==> src/rtl/ffe_pkg.sv <==
// ----------------------------------------------------------------------------
// ffe_pkg - shared types and constants of the flat face emitter
// Widths, controller states, datapath operations and the command and status
// groups that join the controller to the datapath.
// ----------------------------------------------------------------------------
package ffe_pkg;

    localparam int COORD_W     = 16;
    localparam int COORD_FRAC  = 14;
    localparam int POS_W       = 26;
    localparam int NORM_W      = 16;
    localparam int IDX_W       = 16;
    localparam int RADIUS_W    = 16;
    localparam logic [RADIUS_W-1:0] RADIUS_RESET = 16'd256;
    localparam int RADIUS_FRAC = 8;
    localparam int POS_SHIFT   = COORD_FRAC - RADIUS_FRAC;
    localparam logic [NORM_W-1:0] NORM_ONE = 16'd16384;

    localparam int EDGE_W  = COORD_W + 1;
    localparam int SUM_W   = COORD_W + 2;
    localparam int CROSS_W = 36;
    localparam int DOT_W   = 56;
    localparam int MUL_A_W = 36;
    localparam int MUL_B_W = 25;
    localparam int MUL_P_W = MUL_A_W + MUL_B_W;

    localparam int MAG_W      = 24;
    localparam int SQ_W       = 2 * MAG_W + 2;
    localparam int ROOT_STEPS = SQ_W / 2;
    localparam int LEN_W      = ROOT_STEPS;
    localparam int QUO_W      = 15;
    localparam int REM_W      = LEN_W + 1;
    localparam int NUM_W      = MAG_W + COORD_FRAC + 1;

    localparam int IN_DATA_W  = 144;
    localparam int OUT_DATA_W = 144;

    localparam int STEP_W = 5;
    localparam logic [STEP_W-1:0] CROSS_LAST  = 5'd5;
    localparam logic [STEP_W-1:0] TRIPLE_LAST = 5'd2;
    localparam logic [STEP_W-1:0] ROOT_LAST   = 5'(ROOT_STEPS - 1);
    localparam logic [STEP_W-1:0] DIV_LAST    = 5'(QUO_W - 1);
    localparam logic [1:0]        COMP_LAST   = 2'd2;

    typedef enum logic [3:0] {
        ST_IDLE,
        ST_CROSS,
        ST_DOT,
        ST_PICK,
        ST_SHIFT,
        ST_SQUARE,
        ST_ROOT,
        ST_DIV_LOAD,
        ST_DIV,
        ST_EMIT
    } ffe_state_t;

    typedef enum logic [3:0] {
        OP_NONE,
        OP_LOAD,
        OP_CROSS,
        OP_DOT,
        OP_PICK,
        OP_SHIFT,
        OP_SQUARE,
        OP_ROOT,
        OP_DIV_LOAD,
        OP_DIV,
        OP_EMIT
    } ffe_op_t;

    typedef struct packed {
        ffe_op_t           op;
        logic [STEP_W-1:0] step;
        logic [1:0]        comp;
    } ffe_cmd_t;

    typedef struct packed {
        logic dflt;
        logic big;
        logic out_free;
    } ffe_status_t;

endpackage

==> src/rtl/ffe_ctrl.sv <==
// ----------------------------------------------------------------------------
// ffe_ctrl - sequencer of the flat face emitter
// Steps the datapath through cross product, flip test, normalisation and the
// emission of three vertices per triangle.
// ----------------------------------------------------------------------------
module ffe_ctrl
    import ffe_pkg::*;
(
    input  logic        clk,
    input  logic        rst_n,
    input  logic        in_valid,
    output logic        in_ready,
    input  ffe_status_t status,
    output ffe_cmd_t    cmd
);

    ffe_state_t        state_reg, state_next;
    logic [STEP_W-1:0] step_reg, step_next;
    logic [1:0]        comp_reg, comp_next;

    always_ff @(posedge clk or negedge rst_n)
    begin
        if (!rst_n)
        begin
            state_reg <= ST_IDLE;
            step_reg  <= '0;
            comp_reg  <= '0;
        end
        else
        begin
            state_reg <= state_next;
            step_reg  <= step_next;
            comp_reg  <= comp_next;
        end
    end

    always_comb
    begin
        state_next = state_reg;
        step_next  = step_reg;
        comp_next  = comp_reg;
        unique case (state_reg)
            ST_IDLE:
            begin
                step_next = '0;
                comp_next = '0;
                if (in_valid)
                    state_next = ST_CROSS;
            end
            ST_CROSS:
            begin
                step_next = step_reg + 1'b1;
                if (step_reg == CROSS_LAST)
                begin
                    step_next  = '0;
                    state_next = ST_DOT;
                end
            end
            ST_DOT:
            begin
                step_next = step_reg + 1'b1;
                if (step_reg == TRIPLE_LAST)
                begin
                    step_next  = '0;
                    state_next = ST_PICK;
                end
            end
            ST_PICK:
                state_next = ST_SHIFT;
            ST_SHIFT:
            begin
                if (status.dflt)
                begin
                    comp_next  = '0;
                    state_next = ST_EMIT;
                end
                else if (!status.big)
                begin
                    step_next  = '0;
                    state_next = ST_SQUARE;
                end
            end
            ST_SQUARE:
            begin
                step_next = step_reg + 1'b1;
                if (step_reg == TRIPLE_LAST)
                begin
                    step_next  = '0;
                    state_next = ST_ROOT;
                end
            end
            ST_ROOT:
            begin
                step_next = step_reg + 1'b1;
                if (step_reg == ROOT_LAST)
                begin
                    comp_next  = '0;
                    state_next = ST_DIV_LOAD;
                end
            end
            ST_DIV_LOAD:
            begin
                step_next  = '0;
                state_next = ST_DIV;
            end
            ST_DIV:
            begin
                step_next = step_reg + 1'b1;
                if (step_reg == DIV_LAST)
                begin
                    if (comp_reg == COMP_LAST)
                    begin
                        comp_next  = '0;
                        state_next = ST_EMIT;
                    end
                    else
                    begin
                        comp_next  = comp_reg + 1'b1;
                        state_next = ST_DIV_LOAD;
                    end
                end
            end
            ST_EMIT:
            begin
                if (status.out_free)
                begin
                    comp_next = comp_reg + 1'b1;
                    if (comp_reg == COMP_LAST)
                        state_next = ST_IDLE;
                end
            end
            default:
                state_next = ST_IDLE;
        endcase
    end

    always_comb
    begin
        in_ready = 1'b0;
        cmd.op   = OP_NONE;
        cmd.step = step_reg;
        cmd.comp = (state_reg == ST_DOT || state_reg == ST_SQUARE) ? step_reg[1:0] : comp_reg;
        unique case (state_reg)
            ST_IDLE:
            begin
                in_ready = 1'b1;
                if (in_valid)
                    cmd.op = OP_LOAD;
            end
            ST_CROSS:    cmd.op = OP_CROSS;
            ST_DOT:      cmd.op = OP_DOT;
            ST_PICK:     cmd.op = OP_PICK;
            ST_SHIFT:    cmd.op = (!status.dflt && status.big) ? OP_SHIFT : OP_NONE;
            ST_SQUARE:   cmd.op = OP_SQUARE;
            ST_ROOT:     cmd.op = OP_ROOT;
            ST_DIV_LOAD: cmd.op = OP_DIV_LOAD;
            ST_DIV:      cmd.op = OP_DIV;
            ST_EMIT:     cmd.op = status.out_free ? OP_EMIT : OP_NONE;
            default:     cmd.op = OP_NONE;
        endcase
    end

endmodule

==> config.mk <==
export PLATFORM = sky130hd
export DESIGN_NAME = ffe_ctrl
export DESIGN_NICKNAME = d
export VERILOG_FILES = /design/src/rtl/ffe_pkg.sv /design/src/rtl/ffe_ctrl.sv
export SDC_FILE = /design/constraint.sdc
export NUM_CORES = 1
export LEC_CHECK = 0
export BUFFER_PORTS_ARGS = -buffer_cell sky130_fd_sc_hd__clkbuf_2
export CAP_MARGIN = 20
export CORE_ASPECT_RATIO = 0.6
export CORE_MARGIN = 5
export CORE_UTILIZATION = 46
export DETAILED_ROUTE_END_ITERATION = 10
export PLACE_DENSITY = 0.68
export SLEW_MARGIN = 40
export SYNTH_ARGS = -nofsm -noshare
export SYNTH_HDL_FRONTEND = slang
export SYNTH_SLANG_ARGS = --single-unit
==> constraint.sdc <==
create_clock -name clk -period 2.5 [get_ports clk]
set_clock_uncertainty 0.1 [all_clocks]
set_input_delay 0.75 -clock clk [delete_from_list [all_inputs] [get_ports clk]]
set_output_delay 0.75 -clock clk [all_outputs]
set_load 0.05 [all_outputs]
==> reports/qor.yml, run 1 <==
logic_synthesis:
  synthesis.area_um2: 1109
  avgSynthCellArea_um2: 8.398
  synthArstFlopShare_pct: 100.0
  seq_area_frac_synth_pct: 24.83
  synth_flop_cell: "dfrtp_1"
  synth_edf_count: 0
  syn_inst: 132
  ys_seq_elements: 11
  synth_fp_nets: 145
  yosysWarningCount: 0
  yosysUniqueCellTypes: 49
final_layout:
  largest_reg_flops: 5
  areaGrowthSynthToFinish_pct: 26.07
  num_antenna_cells: 0
  fin_cells: 184
  drive_above_1_share_pct: 30.52
  final_nets: 168
timing:
  final_max_slew_viol_count: 0
  final_hold_viol_count: 0
  maxSlewHeadroom_pct: 60.98
  clock.fmax_mhz: 396.9
  rsz0062_at_grt: "true"
  worst_slew_pin_slew_ns: 0.5852
  period_share_pct: 100.8
  min_period_ns: 2.520
  finalWorstSetupSlack_ns: -0.01983
  setup_viol: 1
critical_path:
  crit_end: "cmd[7]"
  crit_required_ns: 1.65
  r2r-start: "step_reg[0]$_DFFE_PN0P_"
  start_kind: "primary input"
  startpoint: "in_valid"
  crit_type: "in2out"
  rr_worst_depth: 7
  end_kind: "output pin"
  regToRegSetupSlack_ns: 0.19
  arrival_ns: 1.67
  worstReg2RegEnd: "step_reg[0]$_DFFE_PN0P_"
  worstPathMaxFanout: 2
clock_network:
  clock_latency_ns: 0.24
  cts_buffers: 3
  clkTransAtPathRegs_ns: 0.05
  ctsHoldBuffers: 0
  cts_buffer_depth: 2
  cts-root-buf: "clkbuf_8"
  htree_levels: 1
  cts.sinks: 11
  tritoncts: "done"
detailed_routing:
  vias: 1089
  viasPerCell: 5.918
  postRouteAntennaNets: 0
  first_pass_iters: 4
  wl_um: 2908
  drt_iter0_markers: 104
  drc: 0
  wire_per_inst_um: 15.80
die:
  chipHeight_um: 48.03
  die_area_um2: 3524
  initial_utilization_pct: 49.75
  coreArea_um2: 2228
  rows: 13
  io_pins: 18
  die_w_um: 73.38
worst_hold_path:
  holdCritPathClass: "in2async"
global_route:
  antenna_found_initial: 0
  grt_pass1_wl_um: 4574
  grt_max_degree: 22
  grtUsageTotal_pct: 17.19
  grt_pass1_vias: 1007
  overflow: 0
run_status:
  status: "finished, violations left"
  violations: "negative setup slack"
run:
  max_cap_viol_count: 0
placed_design:
  placed_cells: 178
  place_hpwl_um: 2161
  io_buffers: 17
  place.gp.congestion: 0.8846
==> cell families (layout without fill, tap and decap cells) <==
group	after synthesis	count (layout)	share of synthesized area (%)
adders and majority gates	7	7	7.900
and+or+nand+nor	53	53	28.22
DFF	11	11	24.83
AOI/OAI and AO/OA	39	39	24.94
xor gates and xnor gates	1	1	0.7902
buffers and inverters	17	39	8.691
muxes	4	4	4.628
==> per-stage QoR <==
stage	worst slack (ns)	hold slack, ns	TNS, ns	utilization, %	area, um^2
floorplan	-0.2137	0.3544	-0.4996	-	1136
global placement	0.1259	0.3956	0	58.23	1297
detailed placement	0.1124	0.4150	0	58.23	1297
CTS	-0.02238	0.2923	-0.05395	60.64	1351
global route	-0.1089	0.3064	-0.2061	62.72	1398
finish	-0.01983	0.2882	-0.01983	62.72	1398
==> cells in the mapped netlist (3+ instances only) <==
library cell | n | share of area, %
a21o_1 | 3 | 2.0
nor3_1 | 3 | 1.4
nor2b_1 | 5 | 2.8
buf_4 | 4 | 2.7
nand2b_1 | 3 | 1.7
dfrtp_1 | 11 | 25
nor2_1 | 7 | 2.4
nand2_1 | 12 | 4.1
ha_1 | 7 | 7.9
o21ai_0 | 9 | 4.1
a21oi_1 | 5 | 2.3
o31ai_1 | 5 | 3.4
a22o_1 | 4 | 3.2
nand4b_1 | 3 | 2.4
inv_1 | 8 | 2.7
==> cell usage in the layout, fill, tap and decap left out, types with 2 or more instances in the layout <==
| cell | netlist | layout |
|---|---|---|
| nor3_1 | 3 | 3 |
| nor2b_1 | 5 | 5 |
| o31ai_1 | 5 | 5 |
| mux2_4 | 2 | 2 |
| o21ai_0 | 9 | 4 |
| nand3_1 | 2 | 2 |
| buf_12 | 0 | 3 |
| a211o_1 | 2 | 2 |
| ha_1 | 7 | 7 |
| a22o_1 | 4 | 4 |
| a21o_1 | 3 | 3 |
| nor4b_1 | 2 | 2 |
| a21oi_1 | 5 | 4 |
| nor3b_1 | 2 | 2 |
| clkbuf_2 | 0 | 13 |
| nand2_1 | 12 | 12 |
| dfrtp_1 | 11 | 10 |
| nor2_1 | 7 | 6 |
| inv_1 | 8 | 8 |
| nand2b_1 | 3 | 3 |
| nand4b_1 | 3 | 3 |
| buf_4 | 4 | 9 |
| o21ai_2 | 0 | 4 |
| clkbuf_8 | 0 | 3 |
| o21bai_1 | 2 | 2 |
==> critical path: stages <==
cell and delay, ns:
clkbuf_2 0.09, o21ai_0 0.21, a21boi_0 0.33, o21ai_2 0.13, buf_12 0.16
==> layer usage <==
layer	track usage [%]	vias up	wire length, um
met5	0	-	0
met4	2.166	0	0
met1	22.26	530	1348
met3	5.451	0	138
li1	-	532	-
met2	29.48	27	1421
==> layout make-up <==
cell class | instances | area (um^2)
tap | 30 | 37.54
timing repair buffer | 27 | 211.5
multi-input combinational | 104 | 797.0
sequential | 11 | 276.5
clock buffer | 4 | 45.04
fill | 182 | 830.8
inverter | 8 | 30.03
==> timing repair <==
item                                    4_1_cts  5_1_grt
endpoints found under the setup margin        5        6
setup buffers                                 0        2
pin swaps                                     1        3
resized for setup                             4        9
==> worst min path at each step <==
stage	depth (start not counted)	slack, ns	to	from
after global routing	1	0.31	state_reg[2]$_DFFE_PN0P_	rst_n
after detailed placement	2	0.41	comp_reg[1]$_DFFE_PN0P_	comp_reg[1]$_DFFE_PN0P_
final	1	0.29	step_reg[2]$_DFFE_PN0P_	rst_n
after floorplan	0	0.35	comp_reg[0]$_DFFE_PN0P_	rst_n
after CTS	1	0.29	state_reg[2]$_DFFE_PN0P_	rst_n
after global placement	1	0.40	comp_reg[0]$_DFFE_PN0P_	comp_reg[0]$_DFFE_PN0P_
Power of run 1 is left out: the tool's default activity adds up to more than one toggle a clock period on the data nets, which glitch-free logic cannot reach.
==> run 2: changes to the inputs <==
Settings changed: BUFFER_PORTS_ARGS -buffer_cell sky130_fd_sc_hd__clkbuf_2 to -buffer_cell sky130_fd_sc_hd__buf_2, HOLD_SLACK_MARGIN from default to 0.02.
Clock period 2.5 ns to 2.46 ns, I/O delays scaled along.
==> reports/qor.yml, run 2 (synthesized netlist as in run 1, its figures left out) <==
run_status:
  status: "finished, violations left"
  violations: "negative setup slack"
critical_path:
  crit_type: "reg2out"
  worst_path_max_delay_cell: "dfrtp_1"
  r2r-start: "step_reg[0]$_DFFE_PN0P_"
  rr_worst_depth: 7
  end_kind: "output pin"
  arrival_ns: 1.65
  startpoint: "state_reg[0]$_DFFE_PN0P_"
  regToRegSetupSlack_ns: 0.17
  worstPathMaxFanout: 3
  path_cells: "or3b_4, a21oi_4, buf_4, o21ai_2, buf_6"
  start_kind: "flip-flop"
  critPathMaxStageDelay_ns: 0.42
  worstReg2RegEnd: "step_reg[0]$_DFFE_PN0P_"
  crit_required_ns: 1.62
detailed_routing:
  first_pass_iters: 4
  wl_met1_um: 1293
  postRouteAntennaNets: 0
  viasPerCell: 6.038
  wl_met3_um: 256
  vias: 1117
  highest_layer: "met4"
  drt_iter0_markers: 72
  wl_um: 2892
  wire_per_inst_um: 15.63
  drc: 0
  wl_met2_um: 1308
clock_network:
  clkTransAtPathRegs_ns: 0.05
  clock_latency_ns: 0.24
  cts_buffer_depth: 2
  ctsHoldBuffers: 0
  cts_buffers: 3
  tritoncts: "done"
  cts.sinks: 11
  cts-root-buf: "clkbuf_8"
  htree_levels: 1
worst_hold_path:
  holdCritPathClass: "in2async"
die:
  rows: 13
  die_area_um2: 3524
  initial_utilization_pct: 49.75
  io_pins: 18
  coreArea_um2: 2228
  die_w_um: 73.38
  chipHeight_um: 48.03
timing:
  clock.fmax_mhz: 402.4
  setup_viol: 2
  period_share_pct: 101.0
  final_hold_viol_count: 0
  maxSlewHeadroom_pct: 62.25
  finalWorstSetupSlack_ns: -0.02517
  tns_ns: -0.04809
  rsz0062_at_grt: "true"
  final_max_slew_viol_count: 0
  min_period_ns: 2.485
  worst_slew_pin_slew_ns: 0.5662
  hold_slack_ns: 0.2633
placed_design:
  place_hpwl_um: 2122
  place.gp.congestion: 0.9342
  placed_area_um2: 1280
  io_buffers: 17
  placed_cells: 180
global_route:
  overflow: 0
  grt_pass1_wl_um: 4871
  grtUsageTotal_pct: 18.62
  grt_pass1_vias: 1046
  grt_max_degree: 26
  antenna_found_initial: 0
final_layout:
  largest_reg_flops: 5
  layout_common_cells: "nand2_1 (12), dfrtp_1 (11), buf_2 (11), buf_4 (11), inv_1 (8)"
  drive_above_1_share_pct: 30.97
  final_area_um2: 1391
  fin_cells: 185
  final_nets: 169
  num_antenna_cells: 0
  areaGrowthSynthToFinish_pct: 25.51
  final_common_cell: "nand2_1"
run:
  max_cap_viol_count: 0
## run 2: changes by cell type in the layout (fill, tap and decap cells not counted), moves of 2 or more
cell,previous run,this run
clkbuf_2,13,0
buf_2,0,11
buf_6,1,4
buf_12,3,1
buf_4,9,11
nor2_2,0,2
## run 2: timing repair
| action | 4_1_cts | 5_1_grt |
|---|---|---|
| gates resized for setup | 11 | 8 |
| pin swaps | 2 | 2 |
| setup buffers | 1 | 0 |
| endpoints found under the setup margin | 5 | 5 |
## run 2: area by class of cell
class,instances,area (um^2)
sequential,11,275.3
fill,187,837.1
timing repair buffer,28,210.2
inverter,8,30.03
multi-input combinational,104,793.3
clock buffer,4,45.04
tap,30,37.54
## run 2: worst max path at each step
stage | depth (start not counted) | endpoint | slack, ns
after floorplan | 4 | in_ready | -0.10
after global placement | 4 | cmd[7] | 0.08
after detailed placement | 5 | cmd[0] | 0.04
after CTS | 5 | cmd[1] | 0.01
after global routing | 6 | cmd[7] | -0.06
final | 5 | cmd[0] | -0.03
## run 2: stage by stage
| stage | utilization (%) | setup WS, ns |
|---|---|---|
| 6_report | 62.44 | -0.02517 |
| 3_5_place_dp | 57.44 | 0.04002 |
| 3_3_place_gp | 57.44 | 0.08496 |
| 4_1_cts | 61.48 | 0.01071 |
| 5_1_grt | 62.44 | -0.06052 |
| 2_1_floorplan | - | -0.1001 |
## run 2: layer usage
layer	vias to the layer above	track usage [%]
li1	534	-
met1	532	24.81
met2	47	27.89
met3	4	6.709
met4	0	7.220
met5	-	0
## run 2: worst max-delay path, delay by kind of cell (launching register included)
family          cells  cell delay [ns]
compound gates      2             0.26
flops               1             0.42
simple gates        1             0.42
buf+inv             2             0.30
Power of run 2 is left out for the same reason.
